## src/rpcdd_pkg.sv

```systemverilog
`timescale 1ns / 1ps

package rpcdd_pkg;

   // Field widths
   localparam int CH_W     = 3;
   localparam int TIME_W   = 32;
   localparam int FRAC_W   = 16;
   localparam int DUTY_W   = 15;
   localparam int PROD_W   = TIME_W + FRAC_W;

   // Divide datapath: margin * 25600 fits in 47 bits, quotient needs 15 bits
   localparam int NUM_W     = 47;
   localparam int QUOT_BITS = 15;

   localparam int CHANNELS_DEFAULT = 8;

   // 100 percent in Q7.8
   localparam logic [DUTY_W-1:0] FULL_DUTY = 15'd25600;

   localparam logic [FRAC_W-1:0] MIN_FRACTION_RESET  = 16'd3277;
   localparam logic [FRAC_W-1:0] SPAN_FRACTION_RESET = 16'd3277;

   // CSR map
   localparam int CSR_IDX_W = 1;
   localparam logic [CSR_IDX_W-1:0] CSR_MIN_FRACTION  = 1'b0;
   localparam logic [CSR_IDX_W-1:0] CSR_SPAN_FRACTION = 1'b1;

endpackage

```

## src/rpcdd_radix4_mul.sv

```systemverilog
`timescale 1ns / 1ps

// Serial multiplier, two multiplier bits per cycle, MSB digit first.
module rpcdd_radix4_mul #(
   parameter int A_W = rpcdd_pkg::TIME_W,
   parameter int B_W = rpcdd_pkg::FRAC_W,
   localparam int P_W   = A_W + B_W,
   localparam int STEPS = B_W / 2,
   localparam int CNT_W = $clog2(STEPS + 1)
) (
   input  logic           clock,
   input  logic           reset,
   input  logic           start,
   input  logic [A_W-1:0] a,
   input  logic [B_W-1:0] b,
   output logic           busy,
   output logic [P_W-1:0] product
);

   logic [A_W-1:0]   a_ff, a_in;
   logic [B_W-1:0]   b_ff, b_in;
   logic [P_W-1:0]   acc_ff, acc_in;
   logic [CNT_W-1:0] cnt_ff, cnt_in;
   logic             busy_ff, busy_in;
   logic [A_W+1:0]   partial;

   // a times the current radix-4 digit
   always_comb begin
      case (b_ff[B_W-1:B_W-2])
         2'd0:    partial = '0;
         2'd1:    partial = {2'b00, a_ff};
         2'd2:    partial = {1'b0, a_ff, 1'b0};
         default: partial = {2'b00, a_ff} + {1'b0, a_ff, 1'b0};
      endcase
   end

   // Next state
   always_comb begin
      a_in    = a_ff;
      b_in    = b_ff;
      acc_in  = acc_ff;
      cnt_in  = cnt_ff;
      busy_in = busy_ff;
      if (start) begin
         a_in    = a;
         b_in    = b;
         acc_in  = '0;
         cnt_in  = CNT_W'(STEPS);
         busy_in = 1'b1;
      end else if (busy_ff) begin
         acc_in = {acc_ff[P_W-3:0], 2'b00} + P_W'(partial);
         b_in   = {b_ff[B_W-3:0], 2'b00};
         cnt_in = cnt_ff - 1'b1;
         if (cnt_ff == CNT_W'(1)) begin
            busy_in = 1'b0;
         end
      end
   end

   always_ff @(posedge clock) begin
      a_ff   <= a_in;
      b_ff   <= b_in;
      acc_ff <= acc_in;
      cnt_ff <= cnt_in;
      if (reset) begin
         busy_ff <= 1'b0;
      end else begin
         busy_ff <= busy_in;
      end
   end

   assign busy    = busy_ff;
   assign product = acc_ff;

endmodule

```

## src/rpcdd_chan_store.sv

```systemverilog
`timescale 1ns / 1ps

// Per-channel rise and fall timestamps, one write per cycle.
module rpcdd_chan_store #(
   parameter int CHANNELS = rpcdd_pkg::CHANNELS_DEFAULT,
   localparam int IDX_W = (CHANNELS > 1) ? $clog2(CHANNELS) : 1
) (
   input  logic                        clock,
   input  logic                        reset,
   input  logic                        wr_en,
   input  logic                        wr_rise,
   input  logic [IDX_W-1:0]            wr_idx,
   input  logic [rpcdd_pkg::TIME_W-1:0] wr_data,
   input  logic [IDX_W-1:0]            rd_idx,
   output logic [rpcdd_pkg::TIME_W-1:0] rd_rise,
   output logic [rpcdd_pkg::TIME_W-1:0] rd_fall
);

   logic [rpcdd_pkg::TIME_W-1:0] rise_ff [CHANNELS];
   logic [rpcdd_pkg::TIME_W-1:0] fall_ff [CHANNELS];

   always_ff @(posedge clock) begin
      if (reset) begin
         for (int i = 0; i < CHANNELS; i++) begin
            rise_ff[i] <= '0;
            fall_ff[i] <= '0;
         end
      end else if (wr_en) begin
         if (wr_rise) begin
            rise_ff[wr_idx] <= wr_data;
         end else begin
            fall_ff[wr_idx] <= wr_data;
         end
      end
   end

   assign rd_rise = rise_ff[rd_idx];
   assign rd_fall = fall_ff[rd_idx];

endmodule

```

## src/rc_pwm_capture_duty_decoder.sv

```systemverilog
`timescale 1ns / 1ps

// RC PWM capture duty decoder.
// req channel: one capture beat (channel, capture_time, pin_level) per accept,
//   accepted when req_valid is high and req_stall is low.
// A falling-edge beat stores the fall time and yields nothing.
// A rising-edge beat yields one rsp beat (out_channel, duty_percent in Q7.8)
//   and records the rise time. Channels at or above CHANNELS are dropped.
// States of a rising beat: load, multiply, margin, check, divide, clamp,
//   finish; a width under the minimum or a zero span skips from margin to
//   finish, a saturating quotient from check to finish. Two radix-4 serial
//   multipliers (8 steps) give the span and minimum products, a restoring
//   divider the quotient, one bit per cycle (15 steps). One rising beat is
//   in work at a time; the next beat is taken the cycle after rsp is loaded.
// rsp channel: the result sits in an output register; if rsp_stall holds it,
//   the block may still accept the next beat and work on it; that result waits
//   in the finish state, with req stalled, until the output register is free.
// csr channel: csr_ready is always high; index 0 min_fraction, index 1
//   span_fraction, Q0.16. Write only while idle.
// Reset (synchronous): all timestamps go to zero, fractions to 3277, no
//   result pending.
module rc_pwm_capture_duty_decoder #(
   parameter int CHANNELS = rpcdd_pkg::CHANNELS_DEFAULT,
   localparam int IDX_W = (CHANNELS > 1) ? $clog2(CHANNELS) : 1
) (
   input  logic                              clock,
   input  logic                              reset,
   // capture beats
   input  logic                              req_valid,
   output logic                              req_stall,
   input  logic [rpcdd_pkg::CH_W-1:0]        req_channel,
   input  logic [rpcdd_pkg::TIME_W-1:0]      req_capture_time,
   input  logic                              req_pin_level,
   // duty beats
   output logic                              rsp_valid,
   input  logic                              rsp_stall,
   output logic [rpcdd_pkg::CH_W-1:0]        rsp_out_channel,
   output logic [rpcdd_pkg::DUTY_W-1:0]      rsp_duty_percent,
   // register writes
   input  logic                              csr_valid,
   output logic                              csr_ready,
   input  logic [rpcdd_pkg::CSR_IDX_W-1:0]   csr_index,
   input  logic [rpcdd_pkg::FRAC_W-1:0]      csr_wdata
);

   localparam int TW = rpcdd_pkg::TIME_W;
   localparam int NW = rpcdd_pkg::NUM_W;
   localparam int QB = rpcdd_pkg::QUOT_BITS;
   localparam int DW = rpcdd_pkg::DUTY_W;
   localparam int PW = rpcdd_pkg::PROD_W;
   localparam int FW = rpcdd_pkg::FRAC_W;
   localparam int QCNT_W = $clog2(QB + 1);

   typedef enum logic [2:0] {
      ST_IDLE,
      ST_LOAD,
      ST_MUL,
      ST_MARGIN,
      ST_CHECK,
      ST_DIV,
      ST_CLAMP,
      ST_FINISH
   } state_type;

   state_type                    state_ff, state_in;
   logic [rpcdd_pkg::CH_W-1:0]   ch_ff, ch_in;
   logic [IDX_W-1:0]             idx_ff, idx_in;
   logic [TW-1:0]                time_ff, time_in;
   logic [TW-1:0]                width_ff, width_in;
   logic [NW-1:0]                num_ff, num_in;
   logic [TW-1:0]                rem_ff, rem_in;
   logic [QB-1:0]                quot_ff, quot_in;
   logic [QCNT_W-1:0]            cnt_ff, cnt_in;
   logic [DW-1:0]                duty_ff, duty_in;
   logic                         rsp_valid_ff, rsp_valid_in;
   logic [rpcdd_pkg::CH_W-1:0]   rsp_ch_ff, rsp_ch_in;
   logic [DW-1:0]                rsp_duty_ff, rsp_duty_in;
   logic [FW-1:0]                min_frac_ff, min_frac_in;
   logic [FW-1:0]                span_frac_ff, span_frac_in;

   logic                         req_accept;
   logic [7:0]                   chan_ext;
   logic                         chan_ok;
   logic                         wr_en, wr_rise;
   logic [IDX_W-1:0]             wr_idx;
   logic [TW-1:0]                wr_data;
   logic [TW-1:0]                rd_rise, rd_fall;
   logic [TW-1:0]                period;
   logic                         mul_start;
   logic                         lo_busy, span_busy;
   logic [PW-1:0]                lo_prod, span_prod;
   logic [TW-1:0]                lo, span;
   logic [TW-1:0]                margin;
   logic [NW-1:0]                margin_ext;
   logic [TW:0]                  trial;
   logic                         trial_ge;

   // Channel range check and store index
   assign chan_ext   = {5'b00000, req_channel};
   assign chan_ok    = chan_ext < 8'(CHANNELS);
   assign req_stall  = (state_ff != ST_IDLE);
   assign req_accept = req_valid && !req_stall;

   rpcdd_chan_store #(
      .CHANNELS(CHANNELS)
   ) u_store (
      .clock   (clock),
      .reset   (reset),
      .wr_en   (wr_en),
      .wr_rise (wr_rise),
      .wr_idx  (wr_idx),
      .wr_data (wr_data),
      .rd_idx  (idx_ff),
      .rd_rise (rd_rise),
      .rd_fall (rd_fall)
   );

   // Period and the two fractions of it
   assign period    = time_ff - rd_rise;
   assign mul_start = (state_ff == ST_LOAD);

   rpcdd_radix4_mul #(
      .A_W(TW),
      .B_W(FW)
   ) u_mul_lo (
      .clock   (clock),
      .reset   (reset),
      .start   (mul_start),
      .a       (period),
      .b       (min_frac_ff),
      .busy    (lo_busy),
      .product (lo_prod)
   );

   rpcdd_radix4_mul #(
      .A_W(TW),
      .B_W(FW)
   ) u_mul_span (
      .clock   (clock),
      .reset   (reset),
      .start   (mul_start),
      .a       (period),
      .b       (span_frac_ff),
      .busy    (span_busy),
      .product (span_prod)
   );

   assign lo   = lo_prod[PW-1:FW];
   assign span = span_prod[PW-1:FW];

   // margin * 25600 = (m << 14) + (m << 13) + (m << 10)
   assign margin     = width_ff - lo;
   assign margin_ext = NW'(margin);

   // Restoring divide step
   assign trial    = {rem_ff, num_ff[QB-1]};
   assign trial_ge = trial >= {1'b0, span};

   // Sequencer and datapath next state
   always_comb begin
      state_in     = state_ff;
      ch_in        = ch_ff;
      idx_in       = idx_ff;
      time_in      = time_ff;
      width_in     = width_ff;
      num_in       = num_ff;
      rem_in       = rem_ff;
      quot_in      = quot_ff;
      cnt_in       = cnt_ff;
      duty_in      = duty_ff;
      rsp_valid_in = rsp_valid_ff;
      rsp_ch_in    = rsp_ch_ff;
      rsp_duty_in  = rsp_duty_ff;
      min_frac_in  = min_frac_ff;
      span_frac_in = span_frac_ff;
      wr_en        = 1'b0;
      wr_rise      = 1'b0;
      wr_idx       = idx_ff;
      wr_data      = time_ff;

      // output beat taken
      if (rsp_valid_ff && !rsp_stall) begin
         rsp_valid_in = 1'b0;
      end

      // register writes
      if (csr_valid && csr_ready) begin
         unique case (csr_index)
            rpcdd_pkg::CSR_MIN_FRACTION:  min_frac_in  = csr_wdata;
            rpcdd_pkg::CSR_SPAN_FRACTION: span_frac_in = csr_wdata;
            default: ;
         endcase
      end

      unique case (state_ff)
         ST_IDLE: begin
            if (req_accept && chan_ok) begin
               if (req_pin_level) begin
                  ch_in    = req_channel;
                  idx_in   = chan_ext[IDX_W-1:0];
                  time_in  = req_capture_time;
                  state_in = ST_LOAD;
               end else begin
                  wr_en   = 1'b1;
                  wr_rise = 1'b0;
                  wr_idx  = chan_ext[IDX_W-1:0];
                  wr_data = req_capture_time;
               end
            end
         end
         ST_LOAD: begin
            // read old stamps, then the new rise time replaces the old one
            width_in = rd_fall - rd_rise;
            wr_en    = 1'b1;
            wr_rise  = 1'b1;
            wr_idx   = idx_ff;
            wr_data  = time_ff;
            state_in = ST_MUL;
         end
         ST_MUL: begin
            if (!lo_busy) begin
               state_in = ST_MARGIN;
            end
         end
         ST_MARGIN: begin
            if (width_ff <= lo) begin
               duty_in  = '0;
               state_in = ST_FINISH;
            end else if (span == '0) begin
               duty_in  = rpcdd_pkg::FULL_DUTY;
               state_in = ST_FINISH;
            end else begin
               num_in   = (margin_ext << 14) + (margin_ext << 13) + (margin_ext << 10);
               state_in = ST_CHECK;
            end
         end
         ST_CHECK: begin
            // quotient of 2^15 or more saturates
            if (num_ff >= {span, {QB{1'b0}}}) begin
               duty_in  = rpcdd_pkg::FULL_DUTY;
               state_in = ST_FINISH;
            end else begin
               rem_in   = num_ff[NW-1:QB];
               quot_in  = '0;
               cnt_in   = QCNT_W'(QB);
               state_in = ST_DIV;
            end
         end
         ST_DIV: begin
            if (trial_ge) begin
               rem_in = TW'(trial - {1'b0, span});
            end else begin
               rem_in = trial[TW-1:0];
            end
            quot_in = {quot_ff[QB-2:0], trial_ge};
            num_in  = {num_ff[NW-2:0], 1'b0};
            cnt_in  = cnt_ff - 1'b1;
            if (cnt_ff == QCNT_W'(1)) begin
               state_in = ST_CLAMP;
            end
         end
         ST_CLAMP: begin
            duty_in  = (quot_ff > rpcdd_pkg::FULL_DUTY) ? rpcdd_pkg::FULL_DUTY : quot_ff;
            state_in = ST_FINISH;
         end
         ST_FINISH: begin
            // load the output register once it is free
            if (!rsp_valid_ff || !rsp_stall) begin
               rsp_valid_in = 1'b1;
               rsp_ch_in    = ch_ff;
               rsp_duty_in  = duty_ff;
               state_in     = ST_IDLE;
            end
         end
         default: state_in = ST_IDLE;
      endcase
   end

   always_ff @(posedge clock) begin
      ch_ff       <= ch_in;
      idx_ff      <= idx_in;
      time_ff     <= time_in;
      width_ff    <= width_in;
      num_ff      <= num_in;
      rem_ff      <= rem_in;
      quot_ff     <= quot_in;
      cnt_ff      <= cnt_in;
      duty_ff     <= duty_in;
      rsp_ch_ff   <= rsp_ch_in;
      rsp_duty_ff <= rsp_duty_in;
      if (reset) begin
         state_ff     <= ST_IDLE;
         rsp_valid_ff <= 1'b0;
         min_frac_ff  <= rpcdd_pkg::MIN_FRACTION_RESET;
         span_frac_ff <= rpcdd_pkg::SPAN_FRACTION_RESET;
      end else begin
         state_ff     <= state_in;
         rsp_valid_ff <= rsp_valid_in;
         min_frac_ff  <= min_frac_in;
         span_frac_ff <= span_frac_in;
      end
   end

   assign csr_ready        = 1'b1;
   assign rsp_valid        = rsp_valid_ff;
   assign rsp_out_channel  = rsp_ch_ff;
   assign rsp_duty_percent = rsp_duty_ff;

   // Checks
   a_duty_clamped: assert property (@(posedge clock) disable iff (reset)
      rsp_valid |-> rsp_duty_percent <= rpcdd_pkg::FULL_DUTY)
      else $error("duty above full scale");

   a_rem_below_span: assert property (@(posedge clock) disable iff (reset)
      state_ff == ST_DIV |-> rem_ff < span)
      else $error("divider remainder not below span");

   a_mul_done: assert property (@(posedge clock) disable iff (reset)
      state_ff == ST_MARGIN |-> !lo_busy && !span_busy)
      else $error("multipliers still busy at margin step");

   a_load_then_mul: assert property (@(posedge clock) disable iff (reset)
      state_ff == ST_LOAD |=> lo_busy && span_busy)
      else $error("multipliers did not start");

endmodule

```

## config.mk

```make
export PLATFORM = sky130hd
export DESIGN_NAME = rc_pwm_capture_duty_decoder
export DESIGN_NICKNAME = d
export VERILOG_FILES = /design/src/rpcdd_pkg.sv /design/src/rpcdd_radix4_mul.sv /design/src/rpcdd_chan_store.sv /design/src/rc_pwm_capture_duty_decoder.sv
export SDC_FILE = /design/constraint.sdc
export NUM_CORES = 2
export LEC_CHECK = 0
export ABC_AREA = 1
export BUFFER_PORTS_ARGS = -buffer_cell sky130_fd_sc_hd__buf_2
export CORE_MARGIN = 4
export CORE_UTILIZATION = 50
export DETAILED_ROUTE_END_ITERATION = 12
export MAX_ROUTING_LAYER = met4
export PLACE_DENSITY_LB_ADDON = 0.08
export SLEW_MARGIN = 0
export SYNTH_ARGS = -nofsm -noshare
export SYNTH_HDL_FRONTEND = slang
export SYNTH_SLANG_ARGS = --single-unit
```

## constraint.sdc

```tcl
create_clock -name clock -period 5.8 [get_ports clock]
set_input_delay 0.29 -clock clock [delete_from_list [all_inputs] [get_ports clock]]
set_output_delay 0.29 -clock clock [all_outputs]
set_load 0.02 [all_outputs]
```

======== After elaboration in Yosys (flattened, before gate mapping) ========
Memory sizes are Yosys's and may differ from the RTL's. A register that Yosys moved wholly into a read port is not among the register bits.
Cells that the tools add are included.
storage, ports and cells
  register bits ........................... 404
  bits in writable memories ............... 512
  input bits .............................. 58
  output and inout bits ................... 21
  word-level logic and storage cells ...... 161
  memories kept ........................... 2
operators by class
  add/subtract/negate cells ............... 12
  magnitude comparators ................... 5
  equality and inequality tests ........... 24
  muxes and demuxes ....................... 67
  bitwise operators ....................... 1
  reduce and logical (&&, ||, !) cells .... 27
memory list
  memory           depth  width  read ports  clocked after Yosys merged registers in  wr ports  line                    RTL
  u_store.fall_ff  8      32     1           1                                        8         rpcdd_chan_store.sv:20  logic [rpcdd_pkg::TIME_W-1:0] fall_ff [CHANNELS];
  u_store.rise_ff  8      32     1           1                                        8         rpcdd_chan_store.sv:19  logic [rpcdd_pkg::TIME_W-1:0] rise_ff [CHANNELS];
operators with widths
  operator                                                        count
  32-bit 2-to-1 mux                                               7
  34-bit case mux with 3 select lines                             2
  32-bit subtractor                                               4
  48-bit by 34-bit adder with 48-bit output                       2
  47-bit 2-to-1 mux                                               2
  47-bit case mux with 2 select lines                             1
  15-bit 2-to-1 mux                                               5
  16-bit 2-to-1 mux                                               4
  32-bit case mux with 2 select lines                             1
  32-bit OR reduction                                             2
  46-bit by 45-bit adder with 47-bit output                       1
  47-bit by 42-bit adder with 47-bit output                       1
  47-bit greater-or-equal comparator                              1
  15-bit case mux with 3 select lines                             1
  3-bit 2-to-1 mux                                                12
  32-bit by 33-bit adder with 34-bit output                       1
  33-bit by 32-bit greater-or-equal comparator with 1-bit output  1
  32-bit <= comparator                                            1
  32-bit logical NOT                                              1
  15-bit case mux with 2 select lines                             1
  1-bit 2-to-1 mux                                                24
  3-bit case mux with 8 select lines                              1
  2-bit inequality test, second input constant                    9
  15-bit > comparator, second input constant                      1
  24 further kinds                                                50

======== Longest topological paths before layout ========
  depth in word-level cells ............... 11
  gate-level depth with buffers ........... 31
  depth with buffers taken out ............ 31

======== Cells and area by module ========
A second synthesis with hierarchy kept.
unflattened totals
  cell total of the unflattened synthesis .. 8945
  area total of the unflattened synthesis .. 65317.6 µm²
modules (own cells, without submodules)
  module                         instances  cells an instance  area each (µm²)  sequential area each (µm²)
  rpcdd_chan_store               1          2901               25030.3          15374.7
  rc_pwm_capture_duty_decoder    1          2867               20774.9          6366.1
  rpcdd_radix4_mul (u_mul_lo)    1          1589               9796.9           2502.4
  rpcdd_radix4_mul (u_mul_span)  1          1588               9715.6           2502.4

======== Least setup slack after synthesis ========
OpenSTA, ideal clock, no wires.
  path kind ............................... register -> register
  start point ............................. register num_ff[28]
  end point ............................... register cnt_ff[0] (enable)
  setup time .............................. 0.530 ns
  data arrival time ....................... 4.864 ns
  required time ........................... 5.270 ns
  path slack .............................. 0.406 ns
  cell stages (with the launch flop) ...... 11
  path buffers ............................ 0
  clock period less this slack ............ 5.394 ns
  path through ............................ edfxtp_1 ha_1 nand2_1 inv_1 o21ai_0 nand2_1 a21oi_1 nand2_1 nand2_1 nand2_1 o21ai_0
between the ends
  word-level cells in the longest chain between the ends .. 3
ends and longest elaborated chain
  item                                line                                RTL
  from (decl)                         rc_pwm_capture_duty_decoder.sv:70   logic [NW-1:0] num_ff, num_in;
  from (signal assigned)              rc_pwm_capture_duty_decoder.sv:284  num_ff <= num_in;
  47-bit greater-or-equal comparator  rc_pwm_capture_duty_decoder.sv:239  if (num_ff >= {span, {QB{1'b0}}}) begin
  2-bit inequality test (no line)     -
  2-bit AND reduction (no line)       -
  to (signal assigned)                rc_pwm_capture_duty_decoder.sv:287  cnt_ff <= cnt_in;
  to (decl)                           rc_pwm_capture_duty_decoder.sv:73   logic [QCNT_W-1:0] cnt_ff, cnt_in;
No other way between the ends.
A chain may end at the register's enable or synchronous reset.

======== Worst setup path after layout ========
  start point ............................. register u_mul_lo.acc_ff[18], in the netlist u_mul_lo.product[18]
  end point ............................... register num_ff[29] (data pin)
between the ends
  word-level cells in the longest chain between the ends .. 6
ends and longest elaborated chain
  item                                         line                                RTL
  from (decl)                                  rpcdd_radix4_mul.sv:22              logic [P_W-1:0] acc_ff, acc_in;
  from (signal assigned)                       rpcdd_radix4_mul.sv:63              acc_ff <= acc_in;
  32-bit subtractor *                          rc_pwm_capture_duty_decoder.sv:152  assign margin = width_ff - lo;
  46-bit by 45-bit adder with 47-bit output    rc_pwm_capture_duty_decoder.sv:233  num_in = (margin_ext << 14) + (margin_ext << 13) + (margin_ext << 10);
  47-bit by 42-bit adder with 47-bit output *  rc_pwm_capture_duty_decoder.sv:233
  47-bit 2-to-1 mux *                          rc_pwm_capture_duty_decoder.sv:229  end else if (span == '0) begin
  47-bit 2-to-1 mux *                          rc_pwm_capture_duty_decoder.sv:226  if (width_ff <= lo) begin
  47-bit case mux with 2 select lines *        rc_pwm_capture_duty_decoder.sv:195  unique case (state_ff)
  net num_in[29]                               rc_pwm_capture_duty_decoder.sv:70
Mark *: on every way through the listed nets, which the timed path passes. The rest lies on a longest branch. The select of a mux whose other input is x is not followed.

==> results.yml <==
run_status:
  outcome: "complete, no violations"
floorplan:
  die_extent_in_y_um: 346.7
  die_x_um: 346.7
  die-area_sq_um: 120200
  placementRows: 124
  io-pin-count: 79
  design.core.area_sq_um: 114200
  start_util_pct: 50.24
hold_path:
  hold_path.startpoint: "req_valid"
  number_of_cells_traversed_by_the_worst_hold_path: 5
  min_path_type: "input port to flop"
  min_to: "state_ff[1]"
global_routing:
  grt_antenna_before_repair: 8
  grt_overflow_total: 0
  grt_busiest_layer: "met2"
  grt_first_pass_wirelength_um: 287500
  global_route.usage.total_pct: 31.88
  via_count_of_the_first_global_routing_pass: 47400
  met2_usage_pct: 53.25
  grt_max_degree: 165
  globalRouteMet3Util_pct: 2.950
  groute.layer.met1.usage_pct: 40.04
worst_setup_path:
  worstPathRequired_ps: 6220
  cp_max_fo: 5
  r2r_cells: 18
  critical_path_arrival_ps: 5470
  class_of_the_most_critical_setup_path: "flop to flop"
  reg2reg_slack_ps: 740
  r2r_start: "u_mul_lo.product[18]"
  critPathCaptureType: "flop"
  worst_flop_to_flop_path_endpoint: "num_ff[29]"
  critical_path.startpoint_type: "flop"
timing:
  skew_ps: 68.63
  achievable-frequency_ghz: 0.1978
  maxSlewViolCount: 0
  unrepaired_setup_endpoints_after_global_routing: "false"
  finalCriticalPeriod_ps: 5057
  final_min_period_over_clock_period_pct: 87.18
  final-hold-violation-count: 0
  report.final.setup_viol: 0
  finalSetupTns_ps: 0
  worst_slew_pin_slew_ps: 1204
  slew_headroom_pct: 19.54
cts:
  clockBufferDepth: 3
  clock_tree.htree_level_count: 3
  cts.sinks: 909
  cts_made_buffers: 101
  clk_root_buffer_cell: "clkbuf_16"
  clkSlewWorstSetupHoldPaths_ps: 60
  tritoncts: "yes"
  postCtsSetupBuffers: 0
  worst_skew_pair.late_latency_ps: 720
placement:
  detailedPlacementHpwl_um: 138400
  final_weighted_congestion_in_routability_driven_placement: 1.021
  count_of_port_buffers_added_during_placement: 77
drt:
  route.final.wire_length_um: 193500
  firstDrtPassIters: 10
  detailedRoute.firstIterationViolations: 4638
  ant_nets: 0
  via_count: 50410
  drc: 0
  avgRoutedWirePerCell_um: 21.85
  vias_per_cell: 5.693
synth:
  yosys-top-cells-area: "edfxtp_1 (40%), nor2_1 (9.2%), nand2_1 (8.9%)"
  yosys.area.top_type_share_pct: 39.99
  avgSynthCellArea_sq_um: 7.974
  cell_type_with_the_highest_aggregate_area_in_the_netlist: "edfxtp_1"
  syn-cell-area_sq_um: 57370
  yosys_most_used_dff: "edfxtp_1"
  synth-edff-count: 764
  postSynthRegisterBits: 909
  synth-async-reset-ratio_pct: 0
  synth-seq-area-share_pct: 45.05
  synth.lib_cells_used.distinct: 55
  syn-instance-count: 7194
  syn-num-nets: 7584
  yosys_warnings: 0
final_layout:
  final_nets: 7639
  layout-area-overhead-vs-synth_pct: 10.36
  fraction_of_final_layout_cells_with_drive_strength_greater_than_1_pct: 5.465
flow_run:
  reported_max_cap_violation_count: 0
-- synth_stat cells, types with 37 or more instances --
master	number
o22ai_1	95
o21bai_1	38
ha_1	316
buf_2	73
a21oi_1	392
xnor2_1	70
o21ai_0	611
inv_1	796
a31oi_1	67
o221ai_1	69
nand3_1	327
nor3_1	67
dfxtp_1	145
xor2_1	101
nor2_1	1400
nand2_1	1354
a21o_1	37
clkbuf_1	188
nand4_1	63
edfxtp_1	764
-- state kept, by name, summed over array words and instances, names as in the netlist, 37 cells and up, named ones only --
register	flops
u_store.fall_ff	256
u_store.rise_ff	256
u_mul_lo.product	48
u_mul_span.product	48
num_ff	37
-- layout make-up --
cell class	count	area [sq um]
fill	10860	50880
sequential	909	25850
clock buffer	135	2718
timing repair buffer	230	1717
antenna	4	10.01
clock inverter	57	649.4
tap	1512	1892
multi-input combinational	5200	27440
inverter	807	3037
-- cell families (layout without fill, tap and decap cells) --
logic type / after synthesis / in the layout / synth area share (%)
adder cells (fa/ha/maj): 332 / 332 / 7.450
other: 1 / 5 / 0.006537
flip-flops: 909 / 909 / 45.05
multiplexers: 30 / 30 / 0.9684
buffers and inverters: 1085 / 1229 / 7.311
AND/OR/NAND/NOR: 3271 / 3271 / 22.88
XOR/XNOR: 171 / 171 / 2.611
AO/OA/AOI/OAI: 1395 / 1395 / 13.72
-- worst max-delay path by stage --
stage,startpoint,to,slack [ps]
2_1_floorplan,num_ff[28],cnt_ff[0],410
5_1_grt,u_mul_lo.product[18],num_ff[33],310
3_5_place_dp,u_mul_lo.product[18],num_ff[29],680
4_1_cts,u_mul_lo.product[18],num_ff[29],700
3_3_place_gp,u_mul_lo.product[18],num_ff[29],730
6_report,u_mul_lo.product[18],num_ff[29],740
-- placed cells by master, fill, tap and decap left out, drive strengths merged, types with 4 or more instances in the layout --
| cell type | netlist | routed |
|---|---|---|
| and3 | 6 | 6 |
| nand4 | 64 | 64 |
| o21bai | 38 | 38 |
| nor2 | 1402 | 1402 |
| o22ai | 95 | 95 |
| inv | 802 | 803 |
| o221ai | 69 | 69 |
| mux2i | 30 | 30 |
| a21oi | 392 | 392 |
| or2 | 6 | 6 |
| ha | 316 | 316 |
| o211ai | 18 | 18 |
| o21a | 21 | 21 |
| bufinv | 0 | 10 |
| nor4 | 19 | 19 |
| nand3b | 18 | 18 |
| a21o | 37 | 37 |
| nand2 | 1354 | 1354 |
| nor3 | 67 | 67 |
| a221oi | 6 | 6 |
| a211oi | 4 | 4 |
| o21ai | 617 | 617 |
| a31oi | 67 | 67 |
| a21boi | 17 | 17 |
| xor2 | 101 | 101 |
| nand3 | 330 | 330 |
| clkinv | 5 | 48 |
| edfxtp | 764 | 764 |
| clkbuf | 188 | 135 |
| dfxtp | 145 | 145 |
| dlygate4sd3 | 0 | 53 |
| buf | 90 | 177 |
| o31ai | 4 | 4 |
| diode | 0 | 4 |
| fa | 16 | 16 |
| xnor2 | 70 | 70 |
-- per-layer routing --
layer | share of wire (%) | vias to the layer above
li1 | - | 24350
met1 | 41 | 23940
met2 | 49 | 1793
met3 | 5.8 | 324
met4 | 4.7 | 0
met5 | 0 | -
-- worst max-delay path, stage by stage (launching register included) --
cell and delay [ps]:
dfxtp_1 380, inv_1 80, ha_1 350, a21oi_1 210, o21ai_0 200, a21boi_0 470
o21ai_0 280, xnor2_1 370, inv_1 150, fa_1 470, ha_1 360, nand2_1 110
inv_1 60, a21oi_1 140, nand2_1 100, a21oi_1 340, o21ai_0 300, xnor2_1 320
o21ai_0 110
-- repair_timing --
action / 4_1_cts / 5_1_grt
gates resized for setup: 0 / 0
hold buffers: 53 / 0
endpoints found under the hold margin: 72 / 0
-- stage by stage --
stage               hold WS (ps)  area, sq um  utilization (%)  cells  setup slack [ps]
detailed placement         405.4        59400            52.02   8605             679.1
global placement           402.4        59400            52.02   8605             734.4
finish                     56.19        63310            55.44   8854             743.4
global route               84.63        63310            55.44   8853             309.6
CTS                        11.35        63300            55.44   8850             703.5
floorplan                  388.9        57370                -   7194             405.6
Power is left out: the tool's default activity adds up to more than one toggle a clock period on the data nets, which glitch-free logic cannot reach.
